[src/rtl/core/mwcs_pkg.sv]
package mwcs_pkg;
   localparam int TEXT_DEPTH  = 1024;
   localparam int PATTERN_MAX = 256;
   localparam int SYM_W  = 8;
   localparam int NSYM   = 256;
   localparam int ADDR_W = $clog2(TEXT_DEPTH);
   localparam int POS_W  = $clog2(TEXT_DEPTH + 1);
   localparam int PLEN_W = $clog2(PATTERN_MAX + 1);
   localparam int NEED_W = PLEN_W;
   localparam int WCNT_W = POS_W;
   localparam int DIST_W = $clog2(NSYM + 1);
   localparam int QDEPTH = 4;
   localparam int QPTR_W = $clog2(QDEPTH);

   localparam logic [1:0] STATUS_FOUND    = 2'd0;
   localparam logic [1:0] STATUS_NONE     = 2'd1;
   localparam logic [1:0] STATUS_OVERFLOW = 2'd2;

   localparam logic OP_PATTERN = 1'b0;
   localparam logic OP_TEXT    = 1'b1;

   // one classified command from front to back
   typedef struct packed {
      logic             op;
      logic [SYM_W-1:0] symbol;
      logic             last;
   } cmd_type;

   typedef enum logic [3:0] {
      ST_IDLE, ST_PAT_RD, ST_PAT_WR, ST_TXT_RD, ST_TXT_WR, ST_LOOP,
      ST_SHR_RD, ST_SHR_WR, ST_REPORT, ST_CLEAR
   } state_type;
endpackage

[src/rtl/core/mwcs_front.sv]
module mwcs_front import mwcs_pkg::*; (
   input  logic             clock,
   input  logic             reset,
   input  logic             req_valid,
   output logic             req_stall,
   input  logic             req_operation,
   input  logic [SYM_W-1:0] req_symbol,
   input  logic             req_last,
   output logic             q_valid,
   output cmd_type          q_cmd,
   input  logic             q_take
);
   cmd_type           buf_ff [QDEPTH];
   logic [QPTR_W-1:0] wp_ff, rp_ff;
   logic [QPTR_W:0]   cnt_ff;
   logic              push;
   cmd_type           cin;

   assign req_stall = (cnt_ff == (QPTR_W+1)'(QDEPTH)) ? 1'b1 : 1'b0;
   assign push      = req_valid & ~req_stall;
   assign q_valid   = cnt_ff != '0;
   assign q_cmd     = buf_ff[rp_ff];

   // classify: last only matters on text bytes
   always_comb begin
      cin.op     = req_operation;
      cin.symbol = req_symbol;
      cin.last   = (req_operation == OP_TEXT) & req_last;
   end

   always_ff @(posedge clock) begin
      if (push) begin
         buf_ff[wp_ff] <= cin;
      end
      if (reset) begin
         wp_ff  <= '0;
         rp_ff  <= '0;
         cnt_ff <= '0;
      end else begin
         if (push) wp_ff <= wp_ff + 1'b1;
         if (q_take) rp_ff <= rp_ff + 1'b1;
         cnt_ff <= cnt_ff + {{QPTR_W{1'b0}}, push} - {{QPTR_W{1'b0}}, q_take};
      end
   end

   a_no_underflow: assert property (@(posedge clock) disable iff (reset)
      q_take |-> q_valid) else $error("queue underflow");
   a_cnt_range: assert property (@(posedge clock) disable iff (reset)
      cnt_ff <= (QPTR_W+1)'(QDEPTH)) else $error("queue count out of range");
   a_full_stall: assert property (@(posedge clock) disable iff (reset)
      (cnt_ff == (QPTR_W+1)'(QDEPTH)) |-> req_stall) else $error("full without stall");
endmodule

[config.mk]
export PLATFORM = sky130hd
export DESIGN_NAME = mwcs_front
export DESIGN_NICKNAME = d
export VERILOG_FILES = /design/src/rtl/core/mwcs_pkg.sv /design/src/rtl/core/mwcs_front.sv
export SDC_FILE = /design/constraint.sdc
export NUM_CORES = 1
export LEC_CHECK = 0
export BUFFER_PORTS_ARGS = -buffer_cell sky130_fd_sc_hd__buf_2
export CAP_MARGIN = 20
export CORE_MARGIN = 2
export CORE_UTILIZATION = 55
export DETAILED_ROUTE_END_ITERATION = 8
export PLACE_DENSITY = 0.75
export SYNTH_ARGS = -nofsm -noshare
export SYNTH_HDL_FRONTEND = slang
export SYNTH_SLANG_ARGS = --single-unit
[constraint.sdc]
create_clock -name clock -period 3 [get_ports clock]
set_input_delay 0.3 -clock clock [delete_from_list [all_inputs] [get_ports clock]]
set_output_delay 0.3 -clock clock [all_outputs]
set_load 0.01 [all_outputs]
==> flow_summary.yaml, run 1 <==
power_and_ir_drop:
  sequentialPowerShare_pct: 58.5
  power_report.internal_total_mw: 1.122
  power.combinational.fraction_pct: 18.1
  power-per-cell-area_nw_per_um2: 689.6
  p_total_mw: 1.480
  netSwitchingPower_mw: 0.3576
  power.share.clock_pct: 23.4
  worst_ir_drop_vdd_mv: 0.3767
  switching_share_pct: 24.17
  cellLeakagePower_nw: 0.7771
routing:
  route.detailed.vias_per_inst: 5.227
  drc: 0
  detailroute.via_count: 920
  detail-route-antenna-nets: 0
  postRouteWirelength_mm: 2.573
  wire_length_per_cell_um: 14.62
  drt_first_pass_iters: 4
  drt_first_iter_violations: 34
setup_path:
  max_stage_delay_ps: 470
  worst-endpoint-required_ps: 3270
  crit_path_end_kind: "register"
  worst_ep_arrival_time_ps: 2600
  path_max_fanout: 6
  critical-path-slowest-cell: "dfxtp_1"
  reg2reg_to: "cnt_ff[2]"
  path_class: "reg2reg"
  length_in_cells_of_the_worst_reg_to_reg_path: 11
  critical_path.cell_chain: "nor3b_4, nor2_1, inv_1, ha_1, inv_1, ha_1, inv_1, fa_1, xor2_1, and2_1, nor3_1"
  r2r_start: "cnt_ff[1]"
  start_kind: "register"
  r2r_setup_slack_ps: 660
  crit_path_frequent_cell: "inv_1"
final_layout:
  finish.net_count: 151
  end_of_flow_core_utilization_pct: 64.30
  final_layout_size_suffix_gt1_share_pct: 33.85
  antennaDiodeCount: 0
  syn_to_final_growth_pct: 12.24
floorplanning:
  initial_utilization_pct: 57.29
  core-area_um2: 3337
  die_w_um: 62.96
  placementRows: 21
  pin_count: 26
  die_h_um: 62.96
  design.die.area_um2: 3964
placed_design:
  dp_hpwl_mm: 1.833
  finalWeightedCongestion: 0.6885
  port_buffers: 25
timing:
  finalWorstPathRequiredPeriod_ps: 2335
  setup_repair_after_global_routing_missed_its_margin: "false"
  final-max-slew-violation-count: 0
  report.final.setup_viol: 0
  hold-worst-slack_ps: 163.3
  report.final.hold_viol_count: 0
  final.period_utilization_pct: 77.84
  fin_tns_setup_ps: 0
  clock-skew-final_ps: 7.435
  worst_case_headroom_to_the_max_slew_limit_pct: 54.19
  maxClockFrequency_mhz: 428.2
  max_slew.worst_pin.slew_ps: 686.3
clock_tree:
  post_cts.repair.setup_buffers: 0
  clk_pin_slew_ps: 120
  cts.repair.resized: 0
  cts_htree_levels: 2
  cts_hold_buffers: 0
  tritoncts_clock_tree: "yes"
  cts-buffers-inserted: 5
  cts_root_buf: "clkbuf_4"
  clock_latency_ps: 340
  clock-sinks: 49
  max-clock-path-buffers: 2
global_route:
  grt.overflow.total: 0
  number_of_global_route_vias_before_repair: 958
  first_pass_grt_wire_length_mm: 4.374
  grt_start_max_net_pins: 15
  grt_antenna_before_repair: 0
  gr-usage-all-layers_pct: 15.34
synthesis:
  synth_largest_type_area_fraction_pct: 62.83
  synth_fp_nets: 122
  synth.lib_cells_used.distinct: 23
  yosys_register_bits: 49
  synth_area_leaders: "edfxtp_1, mux4_2, dfxtp_1"
  netlist_area_um2: 1912
  leading_area_contributor_after_synthesis: "edfxtp_1"
  yosysSeqAreaShare_pct: 72.25
  number_of_instances_in_the_synthesized_netlist: 101
  synthesis.area_per_instance_um2: 18.93
  yosysWarningCount: 0
hold_path:
  timing.hold.worst_endpoint: "buf_ff[0][4]"
  worstHoldPathType: "in2reg"
  hold_start: "req_symbol[3]"
  min_path_cells: 1
run_status:
  status: "completed"
job:
  maxCapViolations: 0
-- layout make-up --
class	count	area, µm²
inverters	6	22.52
multi-input cells	43	486.7
clock buffers	5	37.54
clock inverters	2	35.03
flip-flops and latches	49	1381
well taps	46	57.56
fillers	245	1191
repair buffers	25	125.1
-- power groups by stage --
stage / Sequential [mW] / Clock (mW) / Combinational, mW
finish: 0.866 / 0.347 / 0.267
detailed placement: 0.885 / 0 / 0.273
floorplan: 0.861 / 0 / 0.199
global route: 0.876 / 0.385 / 0.302
CTS: 0.868 / 0.355 / 0.275
global placement: 0.879 / 0 / 0.264
-- logic make-up after synthesis --
| group | count (synthesis) | synth area share, % |
|---|---|---|
| AOI/OAI and AO/OA | 2 | 0.5231 |
| xor gates and xnor gates | 3 | 1.375 |
| adders and majority gates | 7 | 4.974 |
| buffers and inverters | 9 | 2.290 |
| DFF | 49 | 72.25 |
| muxes | 11 | 12.30 |
| and+or+nand+nor | 20 | 6.283 |
-- flip-flops by register name, summed over array words and instances (netlist names), named ones only --
register  count
wp_ff         2
rp_ff         2
cnt_ff        3
buf_ff       40
-- cell usage after synthesis --
library cell,instances
fa_1,1
buf_6,1
clkbuf_2,1
and2_1,6
nand2_1,1
buf_2,1
xor2_1,2
edfxtp_1,40
o21ai_0,1
nor2_1,6
xnor2_1,1
a21oi_1,1
mux2i_1,1
or3_2,1
ha_1,6
dfxtp_1,9
inv_1,6
nor3b_4,1
or3_1,1
nor3_1,1
nand2b_1,2
nor2b_1,1
mux4_2,10
-- metal layers --
| metal | vias up | GRT usage, % | part of all wire, % |
|---|---|---|---|
| li1 | 437 | - | - |
| met2 | 25 | 27.13 | 56 |
| met5 | - | 0 | 0 |
| met1 | 454 | 16.33 | 37 |
| met3 | 4 | 6.126 | 5.6 |
| met4 | 0 | 5.833 | 1.2 |
-- placed cells by master (no fill, tap or decap) --
cell and instances:
bufinv_16 1, edfxtp_1 40, or3_1 1, mux2i_1 1, xnor2_1 1, ha_1 6
fa_1 1, o21ai_0 1, and2_1 6, a21oi_1 1, nand2b_1 2, nor3_1 1
inv_1 6, mux4_2 10, nand2_1 1, dfxtp_1 9, nor2b_1 1, nor2_1 6
xor2_1 2, clkinv_2 1, clkbuf_4 5, nor3b_4 1, or3_2 1, buf_2 25
-- worst max path at each step --
stage	slack (ps)	to	startpoint
floorplan	860	cnt_ff[2]	cnt_ff[1]
global placement	800	cnt_ff[2]	cnt_ff[1]
detailed placement	650	cnt_ff[2]	cnt_ff[1]
CTS	640	cnt_ff[2]	cnt_ff[1]
global route	430	cnt_ff[2]	cnt_ff[1]
finish	660	cnt_ff[2]	cnt_ff[1]
-- through the flow --
stage / worst slack [ps] / instance area [µm²] / std cells
final: 664.8 / 2146 / 176
after global routing: 431.3 / 2146 / 176
after CTS: 639.1 / 2146 / 176
after detailed placement: 652.2 / 2073 / 169
after global placement: 798.1 / 2073 / 169
after floorplan: 864.4 / 1912 / 101
-- critical path: cells and delay by family, from the launching register on --
kind / cells / cell delay, ps
flops: 1 / 470
buf+inv: 3 / 190
xor+xnor: 1 / 170
fa+ha+maj: 3 / 820
simple gates: 4 / 620
(Power assumes the default switching activity.)
==> inputs of run 2 (changes only) <==
==> constraint.sdc (replaced) <==
create_clock -name clock -period 2.3 [get_ports clock]
set_input_delay 0.23 -clock clock [delete_from_list [all_inputs] [get_ports clock]]
set_output_delay 0.23 -clock clock [all_outputs]
set_load 0.01 [all_outputs]
==> flow_summary.yaml, run 2 (same netlist as run 1, synthesis figures left out) <==
timing:
  report.final.setup_viol: 0
  final-max-slew-violation-count: 0
  final.period_utilization_pct: 91.19
  layout_setup_ws_ps: 202.6
  fin_tns_setup_ps: 0
  worst_case_headroom_to_the_max_slew_limit_pct: 63.75
  maxClockFrequency_mhz: 476.8
  clock-skew-final_ps: 2.452
  max_slew.worst_pin.slew_ps: 543.7
  setup_repair_after_global_routing_missed_its_margin: "false"
  finalWorstPathRequiredPeriod_ps: 2097
  report.final.hold_viol_count: 0
placed_design:
  dp_hpwl_mm: 1.907
  finalWeightedCongestion: 0.7123
  placed_cell_area_um2: 2088
  port_buffers: 25
  pre_cts_slack_ps: 131.5
floorplanning:
  die_w_um: 62.96
  initial_utilization_pct: 57.29
  design.die.area_um2: 3964
  core-area_um2: 3337
  placementRows: 21
  die_h_um: 62.96
  pin_count: 26
final_layout:
  footprint_of_the_multi_input_gates_um2: 491.7
  fillers: 265
  final-seq-area_um2: 1386
  layout_common_cells: "edfxtp_1, buf_2, mux4_2, dfxtp_1"
  fin_area_um2: 2182
  largest_reg_flops: 40
  end_of_flow_core_utilization_pct: 65.39
  finish.net_count: 153
  syn_to_final_growth_pct: 14.14
  final_layout_size_suffix_gt1_share_pct: 37.59
  antennaDiodeCount: 0
  reg_top3: "buf_ff: 40 flops, cnt_ff: 3 flops"
  registers.top_by_ff_count: "buf_ff"
  most_common_library_cell_in_the_layout_ignoring_fill_and_taps: "edfxtp_1"
setup_path:
  critical-path-slowest-cell: "fa_1"
  crit_path_frequent_cell: "inv_1"
  cpLargestDelayFamily: "adder cells"
  crit_path_end_kind: "register"
  path_max_fanout: 5
  start_kind: "register"
  worst_ep_arrival_time_ps: 2380
  worstPathBufferInverterCount: 3
  path_class: "reg2reg"
  worst-endpoint-required_ps: 2590
  critical_path.cell_chain: "nor3b_4, nor2_1, inv_1, ha_1, inv_1, ha_1, inv_1, fa_1, xor2_1, and2_1, nor3_2"
  max_stage_delay_ps: 400
routing:
  postRouteWirelength_mm: 2.760
  wire_length_per_cell_um: 15.42
  drc: 0
  drt_first_iter_violations: 43
  detailroute.via_count: 934
  route.detailed.vias_per_inst: 5.218
  detail-route-antenna-nets: 0
  drt_first_pass_iters: 4
global_route:
  number_of_global_route_vias_before_repair: 994
  grt.overflow.total: 0
  first_pass_grt_wire_length_mm: 4.754
  gr-usage-all-layers_pct: 16.72
  grt_antenna_before_repair: 0
  grt_start_max_net_pins: 17
clock_tree:
  clock_latency_ps: 350
  clk_pin_slew_ps: 130
  max-clock-path-buffers: 2
  post_cts.repair.setup_buffers: 0
  cts-buffers-inserted: 5
  tritoncts_clock_tree: "yes"
  cts_htree_levels: 2
  clock-sinks: 49
  cts_hold_buffers: 0
  cts_root_buf: "clkbuf_4"
power_and_ir_drop:
  p_total_mw: 2.000
  cellLeakagePower_nw: 0.7891
  worst_ir_drop_vdd_mv: 0.5986
  power-per-cell-area_nw_per_um2: 916.5
hold_path:
  worstHoldPathType: "in2reg"
run_status:
  status: "completed"
job:
  maxCapViolations: 0
[run 2: cell count changes in the layout (fill, tap and decap cells not counted)]
cell,before,now
buf_4,0,2
dfxtp_1,9,7
clkinv_2,1,0
clkinv_4,0,1
clkinvlp_4,0,1
dfxtp_2,0,1
dfxtp_4,0,1
nor3_1,1,0
nor3_2,0,1
[run 2: area by class of cell]
cell class                 instances  share of cell area [%]
tap                               46                   2.638
timing repair buffer              27                   6.422
multi-input combinational         43                   22.53
clock inverter                     3                   2.122
inverter                           6                   1.032
clock buffer                       5                   1.720
sequential                        49                   63.53
[run 2: worst reg2reg max path, stage by stage, from the launching register on]
cell and delay, ps:
dfxtp_4 390, nor3b_4 230, nor2_1 80, inv_1 60, ha_1 210, inv_1 50, ha_1 130, inv_1 50
fa_1 400, xor2_1 160, and2_1 170, nor3_2 100
[run 2: final timing paths]
path | start | end | slack, ps | cells past startpoint
min | req_symbol[7] | buf_ff[0][8] | 80 | 1
max reg2reg | cnt_ff[1] | cnt_ff[2] | 200 | 11
max | cnt_ff[1] | cnt_ff[2] | 200 | 11
min reg2reg | wp_ff[1] | wp_ff[1] | 530 | 2
[run 2: repair_timing]
| action | in CTS | in global routing |
|---|---|---|
| hold endpoints to repair | 0 | 0 |
| setup endpoints to repair | 0 | 1 |
| resized for setup | 0 | 4 |
[run 2: metrics by stage]
step	hold WS, ps	instances
2_1_floorplan	328.9	101
3_3_place_gp	439.4	171
3_5_place_dp	449.0	171
4_1_cts	63.00	179
5_1_grt	54.56	179
6_report	80.49	179
[run 2: layer usage]
metal | GRT usage, % | part of all wire (%) | vias up | wire (µm)
met1 | 18.60 | 41 | 462 | 1121
met5 | 0 | 0 | - | 0
met2 | 28.86 | 52 | 24 | 1437
met3 | 5.766 | 5.1 | 4 | 141
li1 | - | - | 444 | -
met4 | 7.500 | 2.2 | 0 | 60
[run 2: where the power goes]
group,leakage (nW),internal (mW),switching [mW]
sequential,0.442,1.07,0.0567
combinational,0.305,0.186,0.192
clock,0.0414,0.230,0.263
total,0.789,1.49,0.512
==> inputs of run 3 (changes only) <==
--- a/config.mk
+++ b/config.mk
@@ -5,12 +5,13 @@
 export SDC_FILE = /design/constraint.sdc
 export NUM_CORES = 1
 export LEC_CHECK = 0
+export ABC_AREA = 1
 export BUFFER_PORTS_ARGS = -buffer_cell sky130_fd_sc_hd__buf_2
 export CAP_MARGIN = 20
 export CORE_MARGIN = 2
-export CORE_UTILIZATION = 55
+export CORE_UTILIZATION = 56
 export DETAILED_ROUTE_END_ITERATION = 8
-export PLACE_DENSITY = 0.75
+export PLACE_DENSITY = 0.76
 export SYNTH_ARGS = -nofsm -noshare
 export SYNTH_HDL_FRONTEND = slang
 export SYNTH_SLANG_ARGS = --single-unit
==> flow_summary.yaml, run 3 <==
routing:
  postRouteWirelength_mm: 3.569
  route.detailed.vias_per_inst: 5.380
  detailroute.via_count: 1275
  wire_length_per_cell_um: 15.06
  drt_first_iter_violations: 79
  detail-route-antenna-nets: 0
  drc: 0
  drt_first_pass_iters: 4
synthesis:
  number_of_instances_in_the_synthesized_netlist: 158
  yosysWarningCount: 0
  synth.lib_cells_used.distinct: 17
  yosys_register_bits: 49
  async_reset_ff_share_pct: 0
  synthesis.area_per_instance_um2: 12.29
  synth_most_common_cell: "edfxtp_1"
  synth_largest_type_area_fraction_pct: 61.86
  synth_fp_nets: 179
  yosysSeqAreaShare_pct: 71.13
  synth.cells.most_frequent: "edfxtp_1, nor2_1, o21ai_1, inv_1, o22ai_1"
  leading_area_contributor_after_synthesis: "edfxtp_1"
  synth_edf_count: 40
  synth_top_flop_cell: "edfxtp_1"
  synth_area_leaders: "edfxtp_1, dfxtp_1, nor2_1"
  netlist_area_um2: 1942
timing:
  layout_setup_ws_ps: 324.3
  setup_repair_after_global_routing_missed_its_margin: "false"
  report.final.hold_viol_count: 0
  maxClockFrequency_mhz: 506.1
  final-max-slew-violation-count: 0
  report.final.setup_viol: 0
  fin_tns_setup_ps: 0
  final.period_utilization_pct: 85.90
  worst_case_headroom_to_the_max_slew_limit_pct: 70.13
  max_slew.worst_pin.slew_ps: 447.5
  clock-skew-final_ps: 8.420
  finalWorstPathRequiredPeriod_ps: 1976
setup_path:
  critical_path.cell_chain: "nor2_1, nand2_2, nand2_2, ha_1, inv_1, ha_1, inv_1, fa_1, nand3_1, nand2_1, nor2_1"
  r2r_setup_slack_ps: 320
  cp.depth: 11
  max_stage_delay_ps: 420
  path_max_fanout: 6
  path_class: "reg2reg"
  length_in_cells_of_the_worst_reg_to_reg_path: 11
  worst-endpoint-required_ps: 2590
  worstPathBufferInverterCount: 2
  crit_path_end_kind: "register"
  worst_ep_arrival_time_ps: 2270
  critical-path-slowest-cell: "dfxtp_1"
  start_kind: "register"
  cpLargestDelayFamily: "adder cells"
floorplanning:
  initial_utilization_pct: 58.19
  die_h_um: 62.89
  die_w_um: 62.89
  pin_count: 26
  core-area_um2: 3337
  design.die.area_um2: 3955
  placementRows: 21
global_route:
  grt_start_max_net_pins: 21
  number_of_global_route_vias_before_repair: 1295
  grt_antenna_before_repair: 0
  gr-usage-all-layers_pct: 20.26
  first_pass_grt_wire_length_mm: 5.996
  grt.overflow.total: 0
final_layout:
  antennaDiodeCount: 0
  final_layout_size_suffix_gt1_share_pct: 21.99
  syn_to_final_growth_pct: 14.18
  fin_area_um2: 2217
  fillers: 268
  registers.top_by_ff_count: "buf_ff"
  reg_top3: "buf_ff: 40 flops, cnt_ff: 3 flops"
  most_common_library_cell_in_the_layout_ignoring_fill_and_taps: "edfxtp_1"
  finish.net_count: 211
  layout_common_cells: "edfxtp_1, nor2_1, buf_2, o21ai_1, inv_1"
  layoutNonFillerInstCount: 237
  largest_reg_flops: 40
power_and_ir_drop:
  power-per-cell-area_nw_per_um2: 938.4
  worst_ir_drop_vdd_mv: 0.5939
  cellLeakagePower_nw: 0.8712
hold_path:
  worstHoldPathType: "in2reg"
  min_path_cells: 2
clock_tree:
  cts_htree_levels: 2
  clock_latency_ps: 360
  cts-buffers-inserted: 5
  cts_hold_buffers: 0
  max-clock-path-buffers: 2
  cts.repair.resized: 0
  cts_root_buf: "clkbuf_4"
  clock-sinks: 49
  clk_pin_slew_ps: 120
  post_cts.repair.setup_buffers: 0
  tritoncts_clock_tree: "yes"
placed_design:
  dp_hpwl_mm: 2.432
  dp_cells: 229
  pre_cts_slack_ps: 360.8
  port_buffers: 25
  placed_cell_area_um2: 2132
  finalWeightedCongestion: 0.7844
job:
  maxCapViolations: 0
run_status:
  status: "completed"
[run 3: changes by cell type after synthesis, moves of 3 or more]
cell / previous run / this run
nor2_1: 6 / 32
o21ai_1: 0 / 20
mux4_2: 10 / 0
o22ai_1: 0 / 10
inv_1: 6 / 13
and2_1: 6 / 0
nand2_1: 1 / 6
a21oi_1: 1 / 4
inv_2: 0 / 3
nand3_1: 0 / 3
[run 3: cell type report]
| class | count | area (µm²) | area share, % |
|---|---|---|---|
| inverter | 16 | 60.06 | 2.709 |
| clock inverter | 1 | 30.03 | 1.354 |
| clock buffer | 7 | 55.05 | 2.483 |
| tap | 46 | 57.56 | 2.596 |
| timing repair buffer | 30 | 162.7 | 7.336 |
| multi-input combinational | 88 | 470.5 | 21.22 |
| sequential | 49 | 1381 | 62.30 |
[run 3: worst paths after layout]
check,from,end
max,cnt_ff[1],cnt_ff[2]
max reg2reg,cnt_ff[1],cnt_ff[2]
min,reset,cnt_ff[1]
min reg2reg,rp_ff[1],register
[run 3: worst reg2reg max path, cell delays in order (launching register included)]
cell	delay (ps)
dfxtp_1	420
nor2_1	80
nand2_2	110
nand2_2	100
ha_1	280
inv_1	60
ha_1	140
inv_1	50
fa_1	420
nand3_1	100
nand2_1	50
nor2_1	100
[run 3: layer usage]
metal  GRT usage (%)  share of wire (%)  vias up
li1                -                  -      618
met1           24.78                 43      616
met2           32.58                 50       28
met3           5.586                3.5       13
met4           11.11                2.7        0
met5               0                  0        -
[run 3: logic make-up after synthesis]
family                   after synthesis  share of synthesized area [%]
AO/OA/AOI/OAI                         36                          9.923
AND/OR/NAND/NOR                       45                          9.407
buffers and inverters                 21                          4.639
flip-flops                            49                          71.13
adder cells (fa/ha/maj)                7                          4.897
[run 3: per-stage QoR]
stage	total power, mW	utilization (%)	hold WS [ps]
4_1_cts	2.093	66.44	41.42
5_1_grt	2.200	66.44	37.23
2_1_floorplan	1.425	-	296.7
3_3_place_gp	1.558	63.89	421.6
3_5_place_dp	1.595	63.89	432.6
6_report	2.081	66.44	61.74
[run 3: power by group]
group          leakage [nW]  internal [mW]  total [mW]  switching, mW
Combinational         0.384          0.166       0.426          0.261
Sequential            0.442           1.08        1.15         0.0609
Clock                0.0455          0.260       0.509          0.249
Total                 0.871           1.51        2.08          0.571
